## config.mk

```make
export PLATFORM = sky130hd
export DESIGN_NAME = wall_switch_frame_recognizer_unit_flat
export DESIGN_NICKNAME = d
export VERILOG_FILES = /design/src/hdl/wsfr_pkg.sv /design/src/hdl/wsfr_chan_if.sv /design/src/hdl/wsfr_step.sv /design/src/hdl/wall_switch_frame_recognizer_unit.sv /design/src/flat_wrapper.sv
export VERILOG_INCLUDE_DIRS = /design/src /design/src/hdl
export SDC_FILE = /design/constraint.sdc
export NUM_CORES = 1
export LEC_CHECK = 0
export ABC_AREA = 1
export BUFFER_PORTS_ARGS = -buffer_cell sky130_fd_sc_hd__buf_2
export CAP_MARGIN = 20
export CORE_AREA = 8 8 141 130
export DETAILED_ROUTE_END_ITERATION = 8
export DIE_AREA = 0 0 149 138
export PLACE_DENSITY = 0.84
export SLEW_MARGIN = 20
export SYNTH_ARGS = -nofsm -noshare
export SYNTH_HDL_FRONTEND = slang
export SYNTH_SLANG_ARGS = --single-unit
```

## constraint.sdc

```tcl
create_clock -name clk -period 6 [get_ports clk]
set_input_delay 1.2 -clock clk [delete_from_list [all_inputs] [get_ports clk]]
set_output_delay 1.2 -clock clk [all_outputs]
set_load 0.02 [all_outputs]
```

## src/hdl/wall_switch_frame_recognizer_unit_assert.svh

```systemverilog
// Assertion macros for the wall switch frame recognizer.
`ifndef WALL_SWITCH_FRAME_RECOGNIZER_UNIT_ASSERT_SVH
`define WALL_SWITCH_FRAME_RECOGNIZER_UNIT_ASSERT_SVH

// Same-cycle implication, clocked on clk, held off during reset.
`define WSFR_ASSERT_NOW(lbl, ante, cons) \
  lbl: assert property (@(posedge clk) disable iff (rst) (ante) |-> (cons)) \
    else $error("wsfr assertion failed");

// Next-cycle implication, clocked on clk, held off during reset.
`define WSFR_ASSERT_NEXT(lbl, ante, cons) \
  lbl: assert property (@(posedge clk) disable iff (rst) (ante) |=> (cons)) \
    else $error("wsfr assertion failed");

`endif

```

## src/hdl/wsfr_pkg.sv

```systemverilog
// Package with types and codes of the wall switch frame recognizer.
package wsfr_pkg;

  typedef logic [7:0] byte_t;
  typedef byte_t [7:0] frame_t;

  localparam int unsigned FRAME_BYTES = 8;

  localparam logic OP_BYTE = 1'b0;
  localparam logic OP_GAP  = 1'b1;

  localparam logic REG_ID_FIRST  = 1'b0;
  localparam logic REG_ID_SECOND = 1'b1;

  localparam byte_t HDR_INDIV_VAL  = 8'h30;
  localparam byte_t HDR_INDIV_MASK = 8'hF0;
  localparam byte_t HDR_ALL        = 8'hFF;
  localparam byte_t HDR_STATUS     = 8'h50;
  localparam byte_t CH_EQ          = 8'h3D;
  localparam byte_t CH_O           = 8'h4F;
  localparam byte_t CH_L           = 8'h4C;
  localparam byte_t CH_BANG        = 8'h21;
  localparam byte_t CH_CR          = 8'h0D;
  localparam byte_t CH_ZERO        = 8'h30;
  localparam byte_t CH_ONE         = 8'h31;

  typedef enum logic [1:0] {
    STATUS_NONE     = 2'd0,
    STATUS_OK       = 2'd1,
    STATUS_MISMATCH = 2'd2
  } status_e;

  typedef enum logic [1:0] {
    KIND_INDIV  = 2'd0,
    KIND_ALL    = 2'd1,
    KIND_STATUS = 2'd2,
    KIND_ID     = 2'd3
  } kind_e;

  typedef struct packed {
    status_e status;
    kind_e   kind;
    byte_t   head;
    byte_t   device;
    byte_t   value;
  } result_t;

  function automatic logic is_indiv(byte_t b);
    return (b & HDR_INDIV_MASK) == HDR_INDIV_VAL;
  endfunction

endpackage

```

## src/hdl/wsfr_chan_if.sv

```systemverilog
// Request and result channel interfaces of the frame recognizer.
interface wsfr_req_if;
  logic       valid;
  logic       ready;
  logic       op;
  logic [7:0] rx_byte;

  modport source (output valid, output op, output rx_byte, input ready);
  modport sink (input valid, input op, input rx_byte, output ready);
endinterface

interface wsfr_rsp_if;
  logic       valid;
  logic       ready;
  logic [1:0] frame_status;
  logic [1:0] frame_kind;
  logic [7:0] head_byte;
  logic [7:0] device_byte;
  logic [7:0] value_byte;

  modport source (output valid, output frame_status, output frame_kind,
                  output head_byte, output device_byte, output value_byte,
                  input ready);
  modport sink (input valid, input frame_status, input frame_kind,
                input head_byte, input device_byte, input value_byte,
                output ready);
endinterface

```

## src/hdl/wsfr_step.sv

```systemverilog
// Next-state and result logic for one request of the frame recognizer.
module wsfr_step #(
  parameter int unsigned BUF_DEPTH = 8
) (
  input  logic                          op,
  input  wsfr_pkg::byte_t               rx_byte,
  input  wsfr_pkg::frame_t              bytes,
  input  logic [$clog2(BUF_DEPTH)-1:0]  fill,
  input  wsfr_pkg::byte_t               id_first,
  input  wsfr_pkg::byte_t               id_second,
  output wsfr_pkg::frame_t              bytes_next,
  output logic [$clog2(BUF_DEPTH)-1:0]  fill_next,
  output wsfr_pkg::result_t             res
);

  localparam int unsigned CW = $clog2(BUF_DEPTH);

  wsfr_pkg::byte_t  h;
  wsfr_pkg::byte_t  nh;
  logic             restart;
  logic             clear;
  logic [CW-1:0]    fc_pre;
  logic [CW:0]      fc_inc;
  wsfr_pkg::frame_t nb;
  wsfr_pkg::byte_t  x_sum;
  wsfr_pkg::byte_t  a_sum;

  always_comb begin
    h = bytes[0];
    restart = 1'b0;
    unique case (fill)
      CW'(1): begin
        if (!wsfr_pkg::is_indiv(h) && h != wsfr_pkg::HDR_STATUS &&
            h != wsfr_pkg::HDR_ALL && h != id_first) restart = 1'b1;
      end
      CW'(2): begin
        if (bytes[1] != wsfr_pkg::CH_EQ && bytes[1] != wsfr_pkg::CH_O &&
            bytes[1] != id_second) restart = 1'b1;
      end
      CW'(3): begin
        if (wsfr_pkg::is_indiv(h)) begin
          if (bytes[2] != wsfr_pkg::CH_ZERO && bytes[2] != wsfr_pkg::CH_ONE)
            restart = 1'b1;
        end else if (h == wsfr_pkg::HDR_STATUS) begin
          if (bytes[2] != wsfr_pkg::CH_L) restart = 1'b1;
        end
      end
      CW'(4): begin
        if (wsfr_pkg::is_indiv(h) || h == wsfr_pkg::HDR_ALL) begin
          if (bytes[3] != wsfr_pkg::CH_BANG) restart = 1'b1;
        end else if (h == wsfr_pkg::HDR_STATUS) begin
          if (bytes[3] != wsfr_pkg::CH_L) restart = 1'b1;
        end
      end
      CW'(5): begin
        if (h == wsfr_pkg::HDR_STATUS && bytes[4] != wsfr_pkg::CH_BANG)
          restart = 1'b1;
      end
      default: restart = 1'b0;
    endcase

    fc_pre = restart ? '0 : fill;
    // Only the first eight positions are ever inspected; deeper bytes drop.
    nb = bytes;
    if ({1'b0, fc_pre} < (CW+1)'(wsfr_pkg::FRAME_BYTES)) nb[fc_pre[2:0]] = rx_byte;
    fc_inc = {1'b0, fc_pre} + (CW+1)'(1);

    x_sum = '0;
    for (int i = 0; i < 6; i++) x_sum = x_sum ^ nb[i];
    a_sum = '0;
    for (int i = 0; i < 7; i++) a_sum = a_sum + nb[i];

    res = '0;
    clear = 1'b0;
    nh = nb[0];
    if (nh == id_first && nb[1] == id_second) begin
      if (fc_inc >= (CW+1)'(wsfr_pkg::FRAME_BYTES)) begin
        res.status = (x_sum == nb[6] && a_sum == nb[7]) ? wsfr_pkg::STATUS_OK
                                                         : wsfr_pkg::STATUS_MISMATCH;
        res.kind   = wsfr_pkg::KIND_ID;
        res.head   = nb[0];
        res.device = nb[1];
        res.value  = nb[2];
        clear = 1'b1;
      end
    end else if (fc_inc >= (CW+1)'(BUF_DEPTH)) begin
      // Overflow of an unknown header: the head byte is cleared and the fill count restarts.
      clear = 1'b1;
    end else if (wsfr_pkg::is_indiv(nh) || nh == wsfr_pkg::HDR_ALL) begin
      if (fc_inc >= (CW+1)'(5)) begin
        if (nb[4] == wsfr_pkg::CH_CR) begin
          res.status = wsfr_pkg::STATUS_OK;
          res.kind   = wsfr_pkg::is_indiv(nh) ? wsfr_pkg::KIND_INDIV : wsfr_pkg::KIND_ALL;
          res.head   = nb[0];
          res.device = nb[1];
          res.value  = nb[2];
        end
        clear = 1'b1;
      end
    end else if (nh == wsfr_pkg::HDR_STATUS) begin
      if (fc_inc >= (CW+1)'(6)) begin
        if (nb[5] == wsfr_pkg::CH_CR) begin
          res.status = wsfr_pkg::STATUS_OK;
          res.kind   = wsfr_pkg::KIND_STATUS;
          res.head   = nb[0];
          res.device = nb[1];
          res.value  = nb[2];
        end
        clear = 1'b1;
      end
    end

    if (op == wsfr_pkg::OP_GAP) begin
      nb    = bytes;
      res   = '0;
      clear = 1'b1;
    end

    bytes_next = nb;
    if (clear) bytes_next[0] = '0;
    fill_next = clear ? '0 : fc_inc[CW-1:0];
  end

endmodule

```

## src/hdl/wall_switch_frame_recognizer_unit.sv

```systemverilog
// A request waits in the input register, and its result is held in the result register.
// Throughput: one request per cycle while the result sink takes results; while a result
//   waits, the input register holds one more request and then the request side stalls.
// Reset (rst, synchronous, active high): frame buffer, fill count, ID header
//   registers and all valid flags clear; no clearing pass is needed.
// Top level of the wall switch frame recognizer.
module wall_switch_frame_recognizer_unit #(
  parameter int unsigned BUF_DEPTH = 8
) (
  input  logic       clk,
  input  logic       rst,
  wsfr_req_if.sink   req,
  wsfr_rsp_if.source rsp,
  input  logic       wr_en,
  input  logic       wr_index,
  input  logic [7:0] wr_data
);

  localparam int unsigned CW = $clog2(BUF_DEPTH);

  // Configuration: ID frame header bytes.
  wsfr_pkg::byte_t id_first;
  wsfr_pkg::byte_t id_second;

  always_ff @(posedge clk) begin
    if (rst) begin
      id_first  <= '0;
      id_second <= '0;
    end else if (wr_en) begin
      unique case (wr_index)
        wsfr_pkg::REG_ID_FIRST:  id_first  <= wr_data;
        wsfr_pkg::REG_ID_SECOND: id_second <= wr_data;
        default: ;
      endcase
    end
  end

  // Input register: hold one request until the result register can take it.
  logic            s1_valid;
  logic            s1_op;
  wsfr_pkg::byte_t s1_byte;
  logic            advance;

  assign advance   = s1_valid && (!rsp.valid || rsp.ready);
  assign req.ready = !s1_valid || advance;

  always_ff @(posedge clk) begin
    if (rst) begin
      s1_valid <= 1'b0;
    end else if (req.ready) begin
      s1_valid <= req.valid;
    end
  end

  always_ff @(posedge clk) begin
    if (req.valid && req.ready) begin
      s1_op   <= req.op;
      s1_byte <= req.rx_byte;
    end
  end

  // Frame state: the first eight buffer positions and the fill count.
  wsfr_pkg::frame_t  frame_bytes;
  wsfr_pkg::frame_t  frame_bytes_next;
  logic [CW-1:0]     fill_count;
  logic [CW-1:0]     fill_count_next;
  wsfr_pkg::result_t step_res;

  wsfr_step #(.BUF_DEPTH(BUF_DEPTH)) u_step (
    .op         (s1_op),
    .rx_byte    (s1_byte),
    .bytes      (frame_bytes),
    .fill       (fill_count),
    .id_first   (id_first),
    .id_second  (id_second),
    .bytes_next (frame_bytes_next),
    .fill_next  (fill_count_next),
    .res        (step_res)
  );

  // Advance the frame state only when the request moves into the result register.
  always_ff @(posedge clk) begin
    if (rst) begin
      frame_bytes <= '0;
      fill_count  <= '0;
    end else if (advance) begin
      frame_bytes <= frame_bytes_next;
      fill_count  <= fill_count_next;
    end
  end

  // Result register: hold the result while the sink stalls.
  wsfr_pkg::result_t out_res;
  logic              out_valid;

  always_ff @(posedge clk) begin
    if (rst) begin
      out_valid <= 1'b0;
    end else if (advance) begin
      out_valid <= 1'b1;
    end else if (rsp.ready) begin
      out_valid <= 1'b0;
    end
  end

  always_ff @(posedge clk) begin
    if (advance) out_res <= step_res;
  end

  assign rsp.valid        = out_valid;
  assign rsp.frame_status = out_res.status;
  assign rsp.frame_kind   = out_res.kind;
  assign rsp.head_byte    = out_res.head;
  assign rsp.device_byte  = out_res.device;
  assign rsp.value_byte   = out_res.value;

`include "wall_switch_frame_recognizer_unit_assert.svh"

  // A gap timeout always leaves an empty buffer with a cleared head byte.
  `WSFR_ASSERT_NEXT(a_gap_clears, advance && s1_op == wsfr_pkg::OP_GAP, fill_count == '0 && frame_bytes[0] == '0)
  // The fill count never reaches the buffer depth.
  `WSFR_ASSERT_NOW(a_fill_bound, s1_valid, (CW+1)'(fill_count) < (CW+1)'(BUF_DEPTH))
  // A result with no frame carries all-zero fields.
  `WSFR_ASSERT_NOW(a_none_zero, out_valid && out_res.status == wsfr_pkg::STATUS_NONE, out_res.kind == wsfr_pkg::KIND_INDIV && out_res.head == '0 && out_res.device == '0 && out_res.value == '0)
  // A checksum mismatch is reported only for ID frames.
  `WSFR_ASSERT_NOW(a_mismatch_id, out_valid && out_res.status == wsfr_pkg::STATUS_MISMATCH, out_res.kind == wsfr_pkg::KIND_ID)

endmodule

```

## src/flat_wrapper.sv

```systemverilog
// flat-port wrapper written by rule: the top's interface ports become plain ports
module wall_switch_frame_recognizer_unit_flat 
#(
  parameter int unsigned BUF_DEPTH = 8
)
  (clk, rst, wr_en, wr_index, wr_data, req_valid, req_op, req_rx_byte, req_ready, rsp_valid, rsp_frame_status, rsp_frame_kind, rsp_head_byte, rsp_device_byte, rsp_value_byte, rsp_ready);
  wsfr_req_if req_i ();
  wsfr_rsp_if rsp_i ();
  input  logic clk;
  input  logic rst;
  input  logic wr_en;
  input  logic wr_index;
  input  logic [7:0] wr_data;
  input wire logic [$bits(req_i.valid)-1:0] req_valid;
  input wire logic [$bits(req_i.op)-1:0] req_op;
  input wire logic [$bits(req_i.rx_byte)-1:0] req_rx_byte;
  output wire logic [$bits(req_i.ready)-1:0] req_ready;
  output wire logic [$bits(rsp_i.valid)-1:0] rsp_valid;
  output wire logic [$bits(rsp_i.frame_status)-1:0] rsp_frame_status;
  output wire logic [$bits(rsp_i.frame_kind)-1:0] rsp_frame_kind;
  output wire logic [$bits(rsp_i.head_byte)-1:0] rsp_head_byte;
  output wire logic [$bits(rsp_i.device_byte)-1:0] rsp_device_byte;
  output wire logic [$bits(rsp_i.value_byte)-1:0] rsp_value_byte;
  input wire logic [$bits(rsp_i.ready)-1:0] rsp_ready;
  assign req_i.valid = req_valid;
  assign req_i.op = req_op;
  assign req_i.rx_byte = req_rx_byte;
  assign req_ready = req_i.ready;
  assign rsp_valid = rsp_i.valid;
  assign rsp_frame_status = rsp_i.frame_status;
  assign rsp_frame_kind = rsp_i.frame_kind;
  assign rsp_head_byte = rsp_i.head_byte;
  assign rsp_device_byte = rsp_i.device_byte;
  assign rsp_value_byte = rsp_i.value_byte;
  assign rsp_i.ready = rsp_ready;
  wall_switch_frame_recognizer_unit #(.BUF_DEPTH(BUF_DEPTH)) u_core (.clk(clk), .rst(rst), .req(req_i), .rsp(rsp_i), .wr_en(wr_en), .wr_index(wr_index), .wr_data(wr_data));
endmodule
```

==> results of run 1 <==
critical path, delay by kind of cell (launching register included):
family	cells	cell delay (ns)
AOI/OAI and AO/OA	2	0.25
xor gates and xnor gates	2	0.33
adders and majority gates	5	2.38
buffers and inverters	5	0.51
DFF	1	0.37
and+or+nand+nor	20	1.81
report_power, final:
| part | internal [mW] | switching [mW] |
|---|---|---|
| Clock | 0.625 | 0.405 |
| Combinational | 0.479 | 0.617 |
| Sequential | 0.890 | 0.0364 |
| Total | 1.99 | 1.06 |
layout make-up:
type,instances,area (sq um)
inverters,225,847
fillers,1252,4890
multi-input cells,885,5130
flip-flops and latches,122,2840
diodes,1,2.50
repair buffers,178,1290
well taps,207,259
clock inverters,13,144
clock buffers,19,443
metrics by stage:
step                      power (mW)  instances  setup TNS [ns]  instance area (sq um)  worst slack (ns)
after detailed placement        1.85       1598          -0.421                   9800            -0.220
after global routing            3.20       1649          -0.292                  11000            -0.191
after CTS                       2.91       1635               0                  10500           0.00365
final                           3.05       1650               0                  11000             0.118
after floorplan                 1.55       1284               0                   8730            0.0267
after global placement          1.82       1598          -0.234                   9800            -0.133
worst paths after layout:
check | startpoint | end | slack (ns) | cells after the start
worst max-delay path | u_core.frame_bytes[2] | u_core.rsp.frame_status[1] | 0.12 | 34
worst min-delay path | u_core.id_first[0] | u_core.id_first[0] | 0.49 | 2
worst max register to register | u_core.frame_bytes[2] | u_core.rsp.frame_status[1] | 0.12 | 34
worst min register to register | u_core.id_first[0] | u_core.id_first[0] | 0.49 | 2
flip-flops by register name, summed over array words and instances, names as in the netlist:
register,count
u_core.rsp.head_byte,8
u_core.frame_bytes,64
u_core.id_first,8
u_core.s1_op,1
u_core.rsp.frame_status,2
u_core.fill_count,3
u_core.id_second,8
u_core.s1_byte,8
u_core.s1_valid,1
u_core.rsp.value_byte,8
u_core.rsp.frame_kind,2
u_core.rsp.valid,1
u_core.rsp.device_byte,8
metal layers:
layer	vias up	routed length (um)	track usage [%]
met3	110	3440	6.10
met5	-	0	0
met4	0	1140	12.0
met2	544	12100	38.4
met1	4173	11600	36.8
li1	4357	-	-
repair_timing:
| action | 4_1_cts | 5_1_grt |
|---|---|---|
| hold buffers | 0 | 0 |
| cloned | 1 | 0 |
| gates resized for setup | 28 | 93 |
| endpoints found under the setup margin | 2 | 2 |
| pin swaps | 10 | 58 |
| buffers inserted | 4 | 14 |
cells by family (layout without fill, tap and decap cells):
logic type | after synthesis | in the layout | synth area share, %
AND/OR/NAND/NOR | 593 | 594 | 28.9
other | 0 | 1 | 0
XOR/XNOR | 28 | 28 | 2.81
adder cells (fa/ha/maj) | 42 | 42 | 8.68
flip-flops | 122 | 122 | 32.2
AO/OA/AOI/OAI | 221 | 221 | 14.3
buffers and inverters | 278 | 435 | 13.1
cell usage in the layout (no fill, tap or decap), types with 4 or more instances in the layout:
cell,count
nand2_2,22
xnor2_1,14
a21oi_2,24
fa_2,4
o21ai_4,5
nand4_1,17
nor2_1,56
inv_1,196
ha_4,6
o21ai_1,20
nand3b_1,4
nand2_4,8
nand2_1,369
clkinv_1,4
dfxtp_2,9
a211oi_1,13
nand3_2,9
o21ai_2,11
nand3_1,87
fa_1,27
ha_1,5
buf_4,115
edfxtp_1,37
dfxtp_4,5
buf_6,6
o21ai_0,67
clkbuf_16,17
buf_12,5
buf_2,52
inv_2,25
a21oi_1,80
nor2_4,6
xor2_1,12
nor3_1,8
dfxtp_1,71
==> run metrics, run 1 <==
routability cong.=1.02; Primary FF master, synth=dfxtp_1; Clock Skews=0.00985 ns; crit path capture type=flip-flop; Lkg Pwr=5.46 nW; die area=20,600 sq um; fin crit period=5.88 ns; crit-path max cell delay=0.55 ns; kind of critical path=flip-flop to flip-flop; period utilization=98.0%; synth unique cells=35; sequential area share after synthesis=32.2%; TritonCTS clock tree=built; Core Rows=44; via count=9,184; WP data arrival=6.07 ns; final wirelength=28,200 um; WHS=0.488 ns; H-tree Lvls=4; Root Buffer=clkbuf_16; Synth area leaders=dfxtp_1, nand2_1, edfxtp_1; most used cell, CP=nand2_1; drt first pass iters=6; Pwr Density=278 nW/um^2; die width=149 um; Crit Path Max Fanout=8; ys async rst share=0%; status=completed; Vias/cell=5.57; CTS Sinks=122; initial antenna violation count=0; clk buf depth=2; Synth Area per Inst=6.80 sq um; DP Wirelength=20,200 um; WL per Instance=17.1 um; Setup-failing EPs final=0; fmax=170 MHz; Num CTS Buffers=17; Area Growth Syn to Fin=25.5%; top-count cell post-synth=nand2_1; worst vdd ir=0.228 mV; die height=138 um; I/O pins=53; RSZ-0062 raised after global routing=true; GRT overflow=0; clock-pin slew on the worst setup and hold paths=0.06 ns; final hold violation count=0; Initial Utilization=55.1%; YS warnings=0; Syn Inst Count=1,284; maxcap violations=0; Yosys top cell area share=19.5%; Least-Margin Pin Slew=1.01 ns; CP required=6.19 ns; #FFs+latches synth=122; Post-synth EDFFs=37; Iter 0 DRT Violations=1,126; CP max stage cell=fa_1; crit start category=flip-flop; largest net degree at the start of global routing=57; Slew Limit Fails=0; total core area=15,900 sq um; GRT Total Usage=26.6%; Worst slew margin=32.7%; layout cells sized above 1=24.5%; input/output buffers=52; mapped cell area=8730 sq um; first-pass GRT wire length=43,200 um; Hold WC Path Type=flip-flop to flip-flop; post-route ant nets=0; vias in the first global route=8,278; syn nets=1,349; Synth area leader=dfxtp_1; fin util=69.1%; # DRC=0; commonest cells in the netlist=nand2_1, inv_1, nand3_1; Clk Latency, worst-skew pair=0.43 ns; Nets=1,494
Power figures use the tool's default switching activity.
==> inputs of run 2 (changes only) <==
--- a/config.mk
+++ b/config.mk
@@ -9,11 +9,12 @@
 export ABC_AREA = 1
 export BUFFER_PORTS_ARGS = -buffer_cell sky130_fd_sc_hd__buf_2
 export CAP_MARGIN = 20
-export CORE_AREA = 8 8 141 130
+export CORE_AREA = 8 8 148 136
 export DETAILED_ROUTE_END_ITERATION = 8
-export DIE_AREA = 0 0 149 138
-export PLACE_DENSITY = 0.84
+export DIE_AREA = 0 0 156 144
+export PLACE_DENSITY = 0.85
 export SLEW_MARGIN = 20
 export SYNTH_ARGS = -nofsm -noshare
 export SYNTH_HDL_FRONTEND = slang
+export SYNTH_HIERARCHICAL = 1
 export SYNTH_SLANG_ARGS = --single-unit
==> run 2 against run 1 <==
The run now ends with negative setup slack left. Routed wire length increased by 9.9%. Largest power group unchanged. Combinational power increased by 71%. Via count increased by 16%. Synthesized area increased by 13%. Setup slack got worse by 0.20 ns. Register-to-register slack got worse by 0.20 ns. Flip-flop and latch count unchanged. Power increased by 27%. Die area increased by 9.3%. Clock-buffer cell count unchanged. Critical endpoint is now u_core/rsp.frame_status[0].
==> run metrics, run 2 <==
setup ws final=-0.0828 ns (-0.201 ns); clock share of power=26.7% (-7.0 points); failing checks=negative setup slack; commonest cells in the netlist=nand2_1, inv_1, nor2_1; WP data arrival=6.36 ns (+0.29 ns); Pwr Density=334 nW/um^2 (+20%); Comb pwr share=48.5% (+13 points); Crit Path Max Fanout=7 (-1); Hold WC Path Type=flip-flop to flip-flop; initial antenna violation count=0 (unchanged); die area=22,500 sq um (+9.3%); max reg flops=64 (unchanged); CP required=6.28 ns (+0.09 ns); layout cells sized above 1=18.8% (-5.7 points); TritonCTS clock tree=built; Least-Margin Pin Slew=1.02 ns (+0.0145 ns); sequential area share after synthesis=28.6% (-3.6 points); Syn Inst Count=1,529 (+19%); CP max stage cell=fa_1; Setup-failing EPs final=2 (+2); Num CTS Buffers=17 (unchanged); Post-synth EDFFs=37 (unchanged); clk buf depth=2 (unchanged); Lkg Pwr=5.43 nW (-0.44%); total chip power=3.89 mW (+27%); crit path capture type=flip-flop; Int Pwr=2.33 mW (+17%); Crit path max-delay family=adder cells; H-tree Lvls=4 (unchanged); Vias/cell=5.59 (+0.44%); syn nets=1,594 (+18%); Initial Utilization=55.2% (+0.18 points); Placed Area=10,700 sq um (+8.7%); first-pass GRT wire length=47,700 um (+10%); largest net degree at the start of global routing=110 (+93%); Synth area leader=nand2_1; worst vdd ir=0.211 mV (-7.5%); GRT overflow=0 (unchanged); # DRC=0 (unchanged); fin util=65.3% (-3.8 points); crit-path max cell delay=0.57 ns (+0.02 ns); die width=156 um (+4.7%); via count=10,600 (+16%); Clk Latency, worst-skew pair=0.43 ns (about the same); input/output buffers=52 (unchanged); Slew Limit Fails=0 (unchanged); I/O pins=53 (unchanged); post-route ant nets=0 (unchanged); mapped cell area=9840 sq um (+13%); maxcap violations=0 (unchanged); die height=144 um (+4.3%); Worst slew margin=31.9% (-0.73 points); Net Sw Frac=40.2% (+5.5 points); kind of critical path=flip-flop to flip-flop; Core Rows=47 (+6.8%); final hold violation count=0 (unchanged); final instance area=11,600 sq um (+6.2%); RSZ-0062 raised after global routing=true; top-count cell post-synth=nand2_1; Yosys top cell area share=17.4% (-2.1 points); synth unique cells=39 (+11%); GRT Total Usage=26.9% (+0.31 points); Synth Area per Inst=6.44 sq um (-5.3%); Synth area leaders=nand2_1, dfxtp_1, edfxtp_1; sequential share of power=24.9% (-5.5 points); Primary FF master, synth=dfxtp_1; clock-pin slew on the worst setup and hold paths=0.06 ns (about the same); status=finished, violations left; Nets=1,708 (+14%); fmax=164 MHz (-3.3%); Root Buffer=clkbuf_16; WL per Instance=16.3 um (-4.6%); fin crit period=6.08 ns (+0.201 ns); drt first pass iters=8 (+2); commonest non-fill, non-tap cell in the layout=nand2_1; #FFs+latches synth=122 (unchanged); Antenna Cells=0 (-1); TNS Setup=-0.157 ns (-0.157 ns); vias in the first global route=9,191 (+11%); Clock Skews=0.00800 ns (-0.00185 ns); Worst Path Buf+Inv=6 (+1); most frequent cells in the layout=nand2_1, inv_1, nor2_1; period utilization=101% (+3.4 points); DP Wirelength=21,600 um (+6.6%); P_sw=1.56 mW (+48%); Iter 0 DRT Violations=1,250 (+11%); CTS Sinks=122 (unchanged); Biggest register=u_core/frame_bytes; YS warnings=6 (+6); total core area=17,800 sq um (+12%); hold_buf cts=0 (unchanged); ys async rst share=0% (unchanged); final wirelength=31,000 um (+9.9%); Area Growth Syn to Fin=18.3%; routability cong.=0.970 (-4.7%); crit start category=flip-flop
run 2: cell count changes after synthesis, sizes merged, moves of 5 or more:
cell    previous run  this run
buf               23        56
a211oi            13         0
o21ai            103       127
inv              222       212
xor2              12        17
a21oi            104        82
clkbuf            30        16
nand3             97       137
nand2            400       460
nor2              64       203
run 2: logic make-up after synthesis:
logic type      Yosys count  synth area share, %
simple gates            837                 36.5
fa+ha+maj                42                 7.78
compound gates          215                 11.6
flops                   122                 28.6
xor+xnor                 29                 2.58
buf+inv                 284                 13.0
run 2: what timing repair did:
| action | in CTS | in global routing |
|---|---|---|
| cloned | 0 | 2 |
| endpoints found under the setup margin | 2 | 2 |
| gates resized for setup | 7 | 72 |
| hold endpoints to repair | 0 | 0 |
| setup buffers | 0 | 17 |
| pin swaps | 0 | 25 |
run 2: cell type report:
type | count | area (sq um)
fillers | 1559 | 6170
multi-input cells | 1125 | 5950
well taps | 245 | 307
inverters | 212 | 798
flip-flops and latches | 122 | 2850
repair buffers | 165 | 1150
clock inverters | 13 | 133
clock buffers | 19 | 454
run 2: per-layer routing:
metal	GRT usage, %	vias up	routed length, um
li1	-	5045	-
met1	36.7	4838	12900
met2	42.3	648	13900
met3	4.66	97	3250
met4	9.03	0	922
met5	0	-	0
run 2: per-stage QoR:
step | setup slack (ns) | std cells | hold slack (ns)
5_1_grt | -0.427 | 1901 | 0.534
3_5_place_dp | -0.0149 | 1850 | 0.496
6_report | -0.0828 | 1901 | 0.510
3_3_place_gp | 0.0181 | 1850 | 0.488
2_1_floorplan | 0.331 | 1529 | 0.468
4_1_cts | 0.0113 | 1882 | 0.512
run 2: power groups by stage:
stage / clock (mW) / sequential (mW) / combinational, mW
after floorplan: 0 / 0.963 / 1.17
after global placement: 0 / 0.977 / 1.59
after detailed placement: 0 / 0.978 / 1.63
after CTS: 1.05 / 0.962 / 1.65
after global routing: 1.08 / 0.974 / 2.08
final: 1.04 / 0.967 / 1.88
run 2: worst paths after layout:
check / startpoint / end / slack, ns / depth (start not counted)
worst max register to register: u_core/frame_bytes[32] / u_core/rsp.frame_status[0] / -0.08 / 32
worst max-delay path: u_core/frame_bytes[32] / u_core/rsp.frame_status[0] / -0.08 / 32
worst min-delay path: u_core/frame_bytes[59] / u_core/frame_bytes[59] / 0.51 / 2
worst min register to register: u_core/frame_bytes[59] / u_core/frame_bytes[59] / 0.51 / 2
run 2: worst register-to-register path, delay by kind of cell (launching register included):
| kind | cells | cell delay, ns |
|---|---|---|
| AO/OA/AOI/OAI | 2 | 0.27 |
| XOR/XNOR | 1 | 0.22 |
| adder cells (fa/ha/maj) | 5 | 2.22 |
| buffers and inverters | 6 | 0.76 |
| flip-flops | 1 | 0.33 |
| AND/OR/NAND/NOR | 18 | 2.12 |
